==> config.mk <==
export PLATFORM = sky130hd
export DESIGN_NAME = dxt5_block_decoder_core
export DESIGN_NICKNAME = d
export VERILOG_FILES = /design/src/design/dxt5_pkg.sv /design/src/design/dxt5_palette.sv /design/src/design/dxt5_block_decoder_core.sv
export SDC_FILE = /design/constraint.sdc
export NUM_CORES = 2
export LEC_CHECK = 0
export ABC_AREA = 1
export BUFFER_PORTS_ARGS = -buffer_cell sky130_fd_sc_hd__buf_4
export CAP_MARGIN = 20
export CORE_MARGIN = 2
export CORE_UTILIZATION = 36
export DETAILED_ROUTE_END_ITERATION = 6
export HOLD_SLACK_MARGIN = 0.05
export PLACE_DENSITY = 0.5
export SETUP_SLACK_MARGIN = 0.2
export SYNTH_ARGS = -nofsm -noshare
export SYNTH_HDL_FRONTEND = slang
export SYNTH_SLANG_ARGS = --single-unit
==> constraint.sdc <==
create_clock -name clk -period 27.3 [get_ports clk]
set_input_delay 5.46 -clock clk [delete_from_list [all_inputs] [get_ports clk]]
set_output_delay 5.46 -clock clk [all_outputs]
set_load 0.02 [all_outputs]
==> src/design/dxt5_pkg.sv <==
`timescale 1ns / 1ps

package dxt5_pkg;

    localparam int PIXELS     = 16;
    localparam int AIDX_BITS  = 3 * PIXELS;
    localparam int CIDX_BITS  = 2 * PIXELS;
    localparam logic [3:0] LAST_INDEX = 4'(PIXELS - 1);
    localparam logic [7:0] ALPHA_ZERO = 8'h00;
    localparam logic [7:0] ALPHA_FULL = 8'd255;

    // Load strobes for the three palette pipeline registers.
    typedef struct packed {
        logic raw;
        logic sum;
        logic pal;
    } stage_load_t;

    // Decoded codebooks plus the per-pixel indices of one block.
    typedef struct packed {
        logic [7:0][7:0]       alpha;
        logic [3:0][7:0]       blue;
        logic [3:0][7:0]       green;
        logic [3:0][7:0]       red;
        logic [AIDX_BITS-1:0]  alpha_idx;
        logic [CIDX_BITS-1:0]  color_idx;
    } palette_t;

    // Reciprocal multiplications, exact for every operand whose quotient fits in eight bits.
    function automatic logic [7:0] div3(input logic [10:0] x);
        logic [23:0] p;
        p = 24'(x) * 24'd683;
        return p[18:11];
    endfunction

    function automatic logic [7:0] div5(input logic [10:0] x);
        logic [23:0] p;
        p = 24'(x) * 24'd1639;
        return p[20:13];
    endfunction

    function automatic logic [7:0] div7(input logic [10:0] x);
        logic [23:0] p;
        p = 24'(x) * 24'd2341;
        return p[21:14];
    endfunction

endpackage

==> src/design/dxt5_palette.sv <==
`timescale 1ns / 1ps

module dxt5_palette (
    input  logic                   clk,
    input  dxt5_pkg::stage_load_t  load,
    input  logic [63:0]            alpha_bits,
    input  logic [63:0]            color_bits,
    output dxt5_pkg::palette_t     palette
);

    logic [63:0] alpha_raw_reg;
    logic [63:0] color_raw_reg;

    logic [7:0]        a0_reg, a1_reg;
    logic              a_gt_reg, a_gt_next;
    logic [5:0][10:0]  s7_reg, s7_next;
    logic [3:0][10:0]  s5_reg, s5_next;
    logic [1:0][2:0][7:0] cend_reg, cend_next;
    logic [1:0][2:0][9:0] csum_reg, csum_next;
    logic [dxt5_pkg::AIDX_BITS-1:0] aidx_reg;
    logic [dxt5_pkg::CIDX_BITS-1:0] cidx_reg;

    dxt5_pkg::palette_t palette_reg, palette_next;

    logic [7:0]  a0, a1;
    logic [15:0] e0, e1;

    assign a0 = alpha_raw_reg[7:0];
    assign a1 = alpha_raw_reg[15:8];
    assign e0 = color_raw_reg[15:0];
    assign e1 = color_raw_reg[31:16];

    // Weighted sums of the endpoints; the divides follow one register later.
    always_comb
    begin
        a_gt_next = a0 > a1;
        for (int k = 0; k < 6; k++)
        begin
            s7_next[k] = 11'(6 - k) * {3'b000, a0} + 11'(k + 1) * {3'b000, a1} + 11'd3;
        end
        for (int k = 0; k < 4; k++)
        begin
            s5_next[k] = 11'(4 - k) * {3'b000, a0} + 11'(k + 1) * {3'b000, a1} + 11'd2;
        end
        cend_next[0][0] = {e0[4:0], 3'b000};
        cend_next[0][1] = {e0[10:5], 2'b00};
        cend_next[0][2] = {e0[15:11], 3'b000};
        cend_next[1][0] = {e1[4:0], 3'b000};
        cend_next[1][1] = {e1[10:5], 2'b00};
        cend_next[1][2] = {e1[15:11], 3'b000};
        for (int c = 0; c < 3; c++)
        begin
            csum_next[0][c] = {1'b0, cend_next[0][c], 1'b0} + {2'b00, cend_next[1][c]} + 10'd1;
            csum_next[1][c] = {2'b00, cend_next[0][c]} + {1'b0, cend_next[1][c], 1'b0} + 10'd1;
        end
    end

    always_comb
    begin
        palette_next.alpha[0] = a0_reg;
        palette_next.alpha[1] = a1_reg;
        for (int k = 0; k < 6; k++)
        begin
            if (a_gt_reg)
            begin
                palette_next.alpha[k + 2] = dxt5_pkg::div7(s7_reg[k]);
            end
            else if (k < 4)
            begin
                palette_next.alpha[k + 2] = dxt5_pkg::div5(s5_reg[k]);
            end
            else if (k == 4)
            begin
                palette_next.alpha[k + 2] = dxt5_pkg::ALPHA_ZERO;
            end
            else
            begin
                palette_next.alpha[k + 2] = dxt5_pkg::ALPHA_FULL;
            end
        end
        palette_next.blue[0]  = cend_reg[0][0];
        palette_next.blue[1]  = cend_reg[1][0];
        palette_next.blue[2]  = dxt5_pkg::div3({1'b0, csum_reg[0][0]});
        palette_next.blue[3]  = dxt5_pkg::div3({1'b0, csum_reg[1][0]});
        palette_next.green[0] = cend_reg[0][1];
        palette_next.green[1] = cend_reg[1][1];
        palette_next.green[2] = dxt5_pkg::div3({1'b0, csum_reg[0][1]});
        palette_next.green[3] = dxt5_pkg::div3({1'b0, csum_reg[1][1]});
        palette_next.red[0]   = cend_reg[0][2];
        palette_next.red[1]   = cend_reg[1][2];
        palette_next.red[2]   = dxt5_pkg::div3({1'b0, csum_reg[0][2]});
        palette_next.red[3]   = dxt5_pkg::div3({1'b0, csum_reg[1][2]});
        palette_next.alpha_idx = aidx_reg;
        palette_next.color_idx = cidx_reg;
    end

    always_ff @(posedge clk)
    begin
        if (load.raw)
        begin
            alpha_raw_reg <= alpha_bits;
            color_raw_reg <= color_bits;
        end
        if (load.sum)
        begin
            a0_reg   <= a0;
            a1_reg   <= a1;
            a_gt_reg <= a_gt_next;
            s7_reg   <= s7_next;
            s5_reg   <= s5_next;
            cend_reg <= cend_next;
            csum_reg <= csum_next;
            aidx_reg <= alpha_raw_reg[63:16];
            cidx_reg <= color_raw_reg[63:32];
        end
        if (load.pal)
        begin
            palette_reg <= palette_next;
        end
    end

    assign palette = palette_reg;

endmodule

==> src/design/dxt5_block_decoder_core.sv <==
`timescale 1ns / 1ps
// Channel   Direction  Payload                                          Transaction marks
// s_axis    in         tdata: alpha_bits, color_bits                    one compressed block
// m_axis    out        tdata: pixel_index, blue, green, red, alpha      one pixel, tlast on 16th
// cfg       in         cfg_data: alpha_enable                           one register write
//
// Each block produces sixteen pixels, one per cycle while m_axis is not stalled; the single
// pixel output register sets the sustained block rate.
// A block passes through the input, sum, codebook and output registers in that order before
// its first pixel is presented. A new block is taken while the previous one is still
// emitting.
// Reset clears all valid flags and the pixel counter and sets alpha_enable to 1.
// A stall on m_axis holds the current pixel; upstream backs up through the pipeline.

module dxt5_block_decoder_core (
    input  logic         clk,
    input  logic         rst_n,
    input  logic         s_axis_tvalid,
    output logic         s_axis_tready,
    // [63:0] alpha_bits, [127:64] color_bits
    input  logic [127:0] s_axis_tdata,
    output logic         m_axis_tvalid,
    input  logic         m_axis_tready,
    // [3:0] pixel_index, [11:4] blue, [19:12] green, [27:20] red, [35:28] alpha,
    // [39:36] zero fill
    output logic [39:0]  m_axis_tdata,
    output logic         m_axis_tlast,
    input  logic         cfg_valid,
    output logic         cfg_ready,
    input  logic         cfg_data
);

    // Pipeline occupancy: raw block, weighted sums, finished codebook, output pixel.
    logic raw_valid_reg,  raw_valid_next;
    logic sum_valid_reg,  sum_valid_next;
    logic pal_valid_reg,  pal_valid_next;
    logic out_valid_reg,  out_valid_next;
    logic [3:0] pixel_reg, pixel_next;
    logic alpha_en_reg,   alpha_en_next;

    logic [3:0] out_index_reg;
    logic [7:0] out_blue_reg, out_green_reg, out_red_reg, out_alpha_reg;
    logic       out_last_reg;

    dxt5_pkg::stage_load_t load;
    dxt5_pkg::palette_t    palette;

    logic       out_load;
    logic       pal_done;
    logic       s_accept;
    logic [1:0] cidx;
    logic [2:0] aidx;
    logic [5:0] apos;

    // A codebook is released when its sixteenth pixel moves into the output register.
    // Each earlier stage may load when the next one is empty or emptying this cycle.
    always_comb
    begin
        out_load = pal_valid_reg && (!out_valid_reg || m_axis_tready);
        pal_done = out_load && (pixel_reg == dxt5_pkg::LAST_INDEX);
        load.pal = sum_valid_reg && (!pal_valid_reg || pal_done);
        load.sum = raw_valid_reg && (!sum_valid_reg || load.pal);
        s_axis_tready = !raw_valid_reg || load.sum;
        s_accept = s_axis_tvalid && s_axis_tready;
        load.raw = s_accept;

        raw_valid_next = s_accept || (raw_valid_reg && !load.sum);
        sum_valid_next = load.sum || (sum_valid_reg && !load.pal);
        pal_valid_next = load.pal || (pal_valid_reg && !pal_done);
        out_valid_next = out_load || (out_valid_reg && !m_axis_tready);
        pixel_next     = out_load ? pixel_reg + 4'd1 : pixel_reg;
        alpha_en_next  = (cfg_valid && cfg_ready) ? cfg_data : alpha_en_reg;
    end

    dxt5_palette u_palette (
        .clk        (clk),
        .load       (load),
        .alpha_bits (s_axis_tdata[63:0]),
        .color_bits (s_axis_tdata[127:64]),
        .palette    (palette)
    );

    // Per-pixel index lookup: two color bits and three alpha bits per pixel.
    assign apos = {2'b00, pixel_reg} + {1'b0, pixel_reg, 1'b0};
    assign cidx = palette.color_idx[{pixel_reg, 1'b0} +: 2];
    assign aidx = palette.alpha_idx[apos +: 3];

    always_ff @(posedge clk or negedge rst_n)
    begin
        if (!rst_n)
        begin
            raw_valid_reg <= 1'b0;
            sum_valid_reg <= 1'b0;
            pal_valid_reg <= 1'b0;
            out_valid_reg <= 1'b0;
            pixel_reg     <= 4'd0;
            alpha_en_reg  <= 1'b1;
        end
        else
        begin
            raw_valid_reg <= raw_valid_next;
            sum_valid_reg <= sum_valid_next;
            pal_valid_reg <= pal_valid_next;
            out_valid_reg <= out_valid_next;
            pixel_reg     <= pixel_next;
            alpha_en_reg  <= alpha_en_next;
        end
    end

    // Output pixel register; holds its contents while the consumer stalls.
    always_ff @(posedge clk)
    begin
        if (out_load)
        begin
            out_index_reg <= pixel_reg;
            out_blue_reg  <= palette.blue[cidx];
            out_green_reg <= palette.green[cidx];
            out_red_reg   <= palette.red[cidx];
            out_alpha_reg <= alpha_en_reg ? palette.alpha[aidx] : dxt5_pkg::ALPHA_ZERO;
            out_last_reg  <= (pixel_reg == dxt5_pkg::LAST_INDEX);
        end
    end

    assign cfg_ready     = 1'b1;
    assign m_axis_tvalid = out_valid_reg;
    assign m_axis_tdata  = {4'b0000, out_alpha_reg, out_red_reg, out_green_reg,
                            out_blue_reg, out_index_reg};
    assign m_axis_tlast  = out_last_reg;

endmodule

==> Flow_metrics.wiki <==
{| class="wikitable"
! Metric !! Value
|-
| Result of the run || completed
|-
| Post-DR vias/cell || 4.78
|-
| Clock skew || 0.0290 ns
|-
| Count of pins over their slew limit || 0
|-
| Number of cells on the worst reg-to-reg path || 18
|-
| Remaining number of nets flagged by the antenna check after routing || 0
|-
| Dominant delay contributor by cell family on the critical path || buffers and inverters
|-
| Synthesized netlist cell count || 5619
|-
| Maximum frequency from static timing analysis || 83.5 MHz
|-
| Initial core utilization || 0.362
|-
| Average cell area after synthesis || 10.2 µm²
|-
| Nets || 7431
|-
| Quantity of I/O buffers inserted on ports || 172
|-
| Overall Global Routing Usage || 0.166
|-
| DP Worst Slack || 15.32 ns
|-
| Crit Path Max Fanout || 3
|-
| Critical path launch point type || input port
|-
| Part of the cycle the worst path needs || 0.439
|-
| Detailed placer's ending HPWL || 105000 µm
|-
| Origin of the critical flop-to-flop path || u_palette.s5_reg[33]$_DFFE_PP_
|-
| Antenna violations before repair || 0
|-
| Maximum buffer depth of the clock tree || 3
|-
| Area fraction of the dominant cell type after synthesis || 0.346
|-
| Minimum setup slack among reg-to-reg paths || 22.13 ns
|-
| Number of global-route vias before repair || 39100
|-
| Number of max-capacitance violations reported || 0
|-
| Worst supply voltage drop on vdd || 0.0000687 V
|-
| Crit end category || output port
|-
| Wire length per cell || 16.6 µm
|-
| Routed wire length || 132000 µm
|-
| Share of layout cells above drive strength 1 || 0.0619
|-
| Design Power || 6.90 mW
|-
| Number of placement rows || 146
|-
| Post-synthesis sequential area ratio || 0.350
|-
| Largest net degree at the start of global routing || 167
|-
| Hold-fix buffers at CTS || 0
|-
| TritonCTS clock tree || done
|-
| Core box area || 158000 µm²
|-
| Die width || 402 µm
|-
| # IOs || 178
|-
| Flip-flop count of the largest register, all copies and words added || 224
|-
| Cell types with the largest area share after synthesis || sky130_fd_sc_hd__edfxtp_1, sky130_fd_sc_hd__ha_1, sky130_fd_sc_hd__fa_1
|-
| Critical Setup Path Class || in -> out
|-
| Most common library cell in the layout ignoring fill and taps || sky130_fd_sc_hd__inv_1
|-
| Placer Congestion || 0.875
|-
| End of the worst register-to-register path || u_palette.palette[223]$_DFFE_PP_
|-
| Yosys warning count || 0
|-
| Final TNS setup || 0 ns
|-
| Final number of setup-violating endpoints || 0
|-
| Worst relative slew slack || 0.284
|-
| Resized cells post-CTS || 0
|-
| Cells along the critical path || buf_4 > inv_1 > nand2_1 > a21oi_1 > inv_1 > nor2_1 > nand2_1 > buf_4
|-
| Die area || 162000 µm²
|-
| Shortest period the worst path allows || 11.98 ns
|-
| Area delta synth->final || 11.3%
|-
| CP required || 21.84 ns
|-
| Worst Hold Depth || 0
|-
| Final count of hold timing violations || 0
|-
| Clk sinks || 667
|-
| Clock-pin transition on the worst setup and hold timing paths || 0.06 ns
|-
| Post-synthesis cell type with the largest combined area || sky130_fd_sc_hd__edfxtp_1
|-
| Total CTS buffers || 84
|-
| Root buffer cell || sky130_fd_sc_hd__clkbuf_16
|-
| Pwr dens || 109 nW/µm²
|-
| Area of the mapped netlist || 57100 µm²
|-
| Hold path startpoint || u_palette.a0_reg[5]$_DFFE_PP_
|-
| Via count || 38100
|-
| Cell at the slowest stage of the critical path || sky130_fd_sc_hd__a21oi_1
|-
| Smallest setup slack after layout || 15.32 ns
|-
| Worst hold path endpoint || u_palette.palette[181]$_DFFE_PP_
|-
| Lkg Pwr || 30.7 nW
|-
| Class of the worst hold path || reg -> reg
|-
| Floorplan die height || 402 µm
|-
| Global-route wire length before repair || 214000 µm
|-
| Seq cells post-synth || 667
|-
| Residual DRC count || 0
|-
| Most used cells in the layout excluding fill and tap cells || sky130_fd_sc_hd__inv_1, sky130_fd_sc_hd__ha_1, sky130_fd_sc_hd__nand2_1
|-
| Measured slew at the worst slew-check pin || 1.07 ns
|-
| First-pass iteration count of the detailed router || 5
|-
| Number of distinct library cells after synthesis || 53
|-
| WP data arrival || 6.52 ns
|-
| Violation count after the first detailed-routing iteration || 1903
|-
| Grt total ovfl || 0
|-
| Clock network latency to the later pin of the worst-skew pair || 0.68 ns
|-
| Number of levels in the clock H-tree || 3
|-
| Number of buffer and inverter instances along the worst setup path || 4
|-
| CP peak stage delay || 0.29 ns
|-
| Setup Fix Bufs, Post-CTS || 0
|-
| RSZ-0062 raised after global routing || no
|}
-- cell type report --
class / count / area [µm²]
Clock buffer: 103 / 2230
Sequential cell: 667 / 20000
Inverter: 1140 / 4300
Timing Repair Buffer: 201 / 1520
Antenna cell: 1 / 2.50
Multi-Input combinational cell: 3752 / 32400
Fill cell: 15500 / 94300
Tap cell: 2072 / 2590
Clock inverter: 50 / 474
-- worst max path at each step --
stage	from	to	slack (ns)	cells after the start
2_1_floorplan	m_axis_tready	u_palette.palette[0]$_DFFE_PP_	11.56	4
6_report	m_axis_tready	s_axis_tready	15.32	8
5_1_grt	m_axis_tready	s_axis_tready	15.21	8
3_5_place_dp	m_axis_tready	s_axis_tready	15.32	8
4_1_cts	m_axis_tready	s_axis_tready	15.32	8
3_3_place_gp	m_axis_tready	s_axis_tready	15.27	8
-- cells in the mapped netlist (all sizes together) --
cell,n
o21ai,247
clkinv,1
o2111ai,8
dfstp,1
o2bb2ai,2
o211ai,20
or2,6
nand3b,11
mux2,1
a32oi,16
inv,1139
nor4,7
clkbuf,11
a21o,19
fa,335
a31oi,15
o31a,1
xnor2,69
conb,2
a21oi,369
nor3,22
edfxtp,658
ha,1116
nand2,735
nand3,249
nor2,227
a221oi,2
buf,52
o22ai,3
dfrtp,8
nor3b,4
o31ai,11
and3,1
nand4,30
a22oi,1
o21a,15
o21bai,30
a31o,1
a21boi,9
a211oi,14
xor2,151
-- power by group --
part	internal (mW)	switching (mW)	total [mW]
clock	0.641	0.451	1.09
combinational	1.54	2.80	4.33
sequential	1.39	0.0850	1.47
total	3.57	3.33	6.90
-- kinds of logic (layout without fill, tap and decap cells) --
group / after synthesis / in the layout / synth area share
AO/OA/AOI/OAI: 783 / 783 / 0.0763
XOR/XNOR: 220 / 220 / 0.0339
adder cells (fa/ha/maj): 1451 / 1451 / 0.362
buffers and inverters: 1203 / 1494 / 0.0819
flip-flops: 667 / 667 / 0.350
multiplexers: 1 / 1 / 0.000197
other: 2 / 6 / 0.000132
AND/OR/NAND/NOR: 1292 / 1292 / 0.0952
-- metrics by stage --
stage                     hold slack (ns)  std cells   util  cell area (µm²)
after global routing                0.418       7985  0.403            63500
after detailed placement            0.405       7832  0.385            60800
final                               0.414       7986  0.403            63500
after floorplan                     0.400       5622      -            57100
after global placement              0.401       7832  0.385            60800
after CTS                           0.413       7985  0.403            63500
-- routing by layer --
layer	wire [µm]	up-vias	GRT usage
met3	4110	134	0.0175
met1	65300	18200	0.235
met2	60700	515	0.272
met4	2370	0	0.0381
met5	0	-	0
li1	-	19300	-
No activity file was read; power rests on OpenSTA's default activity.
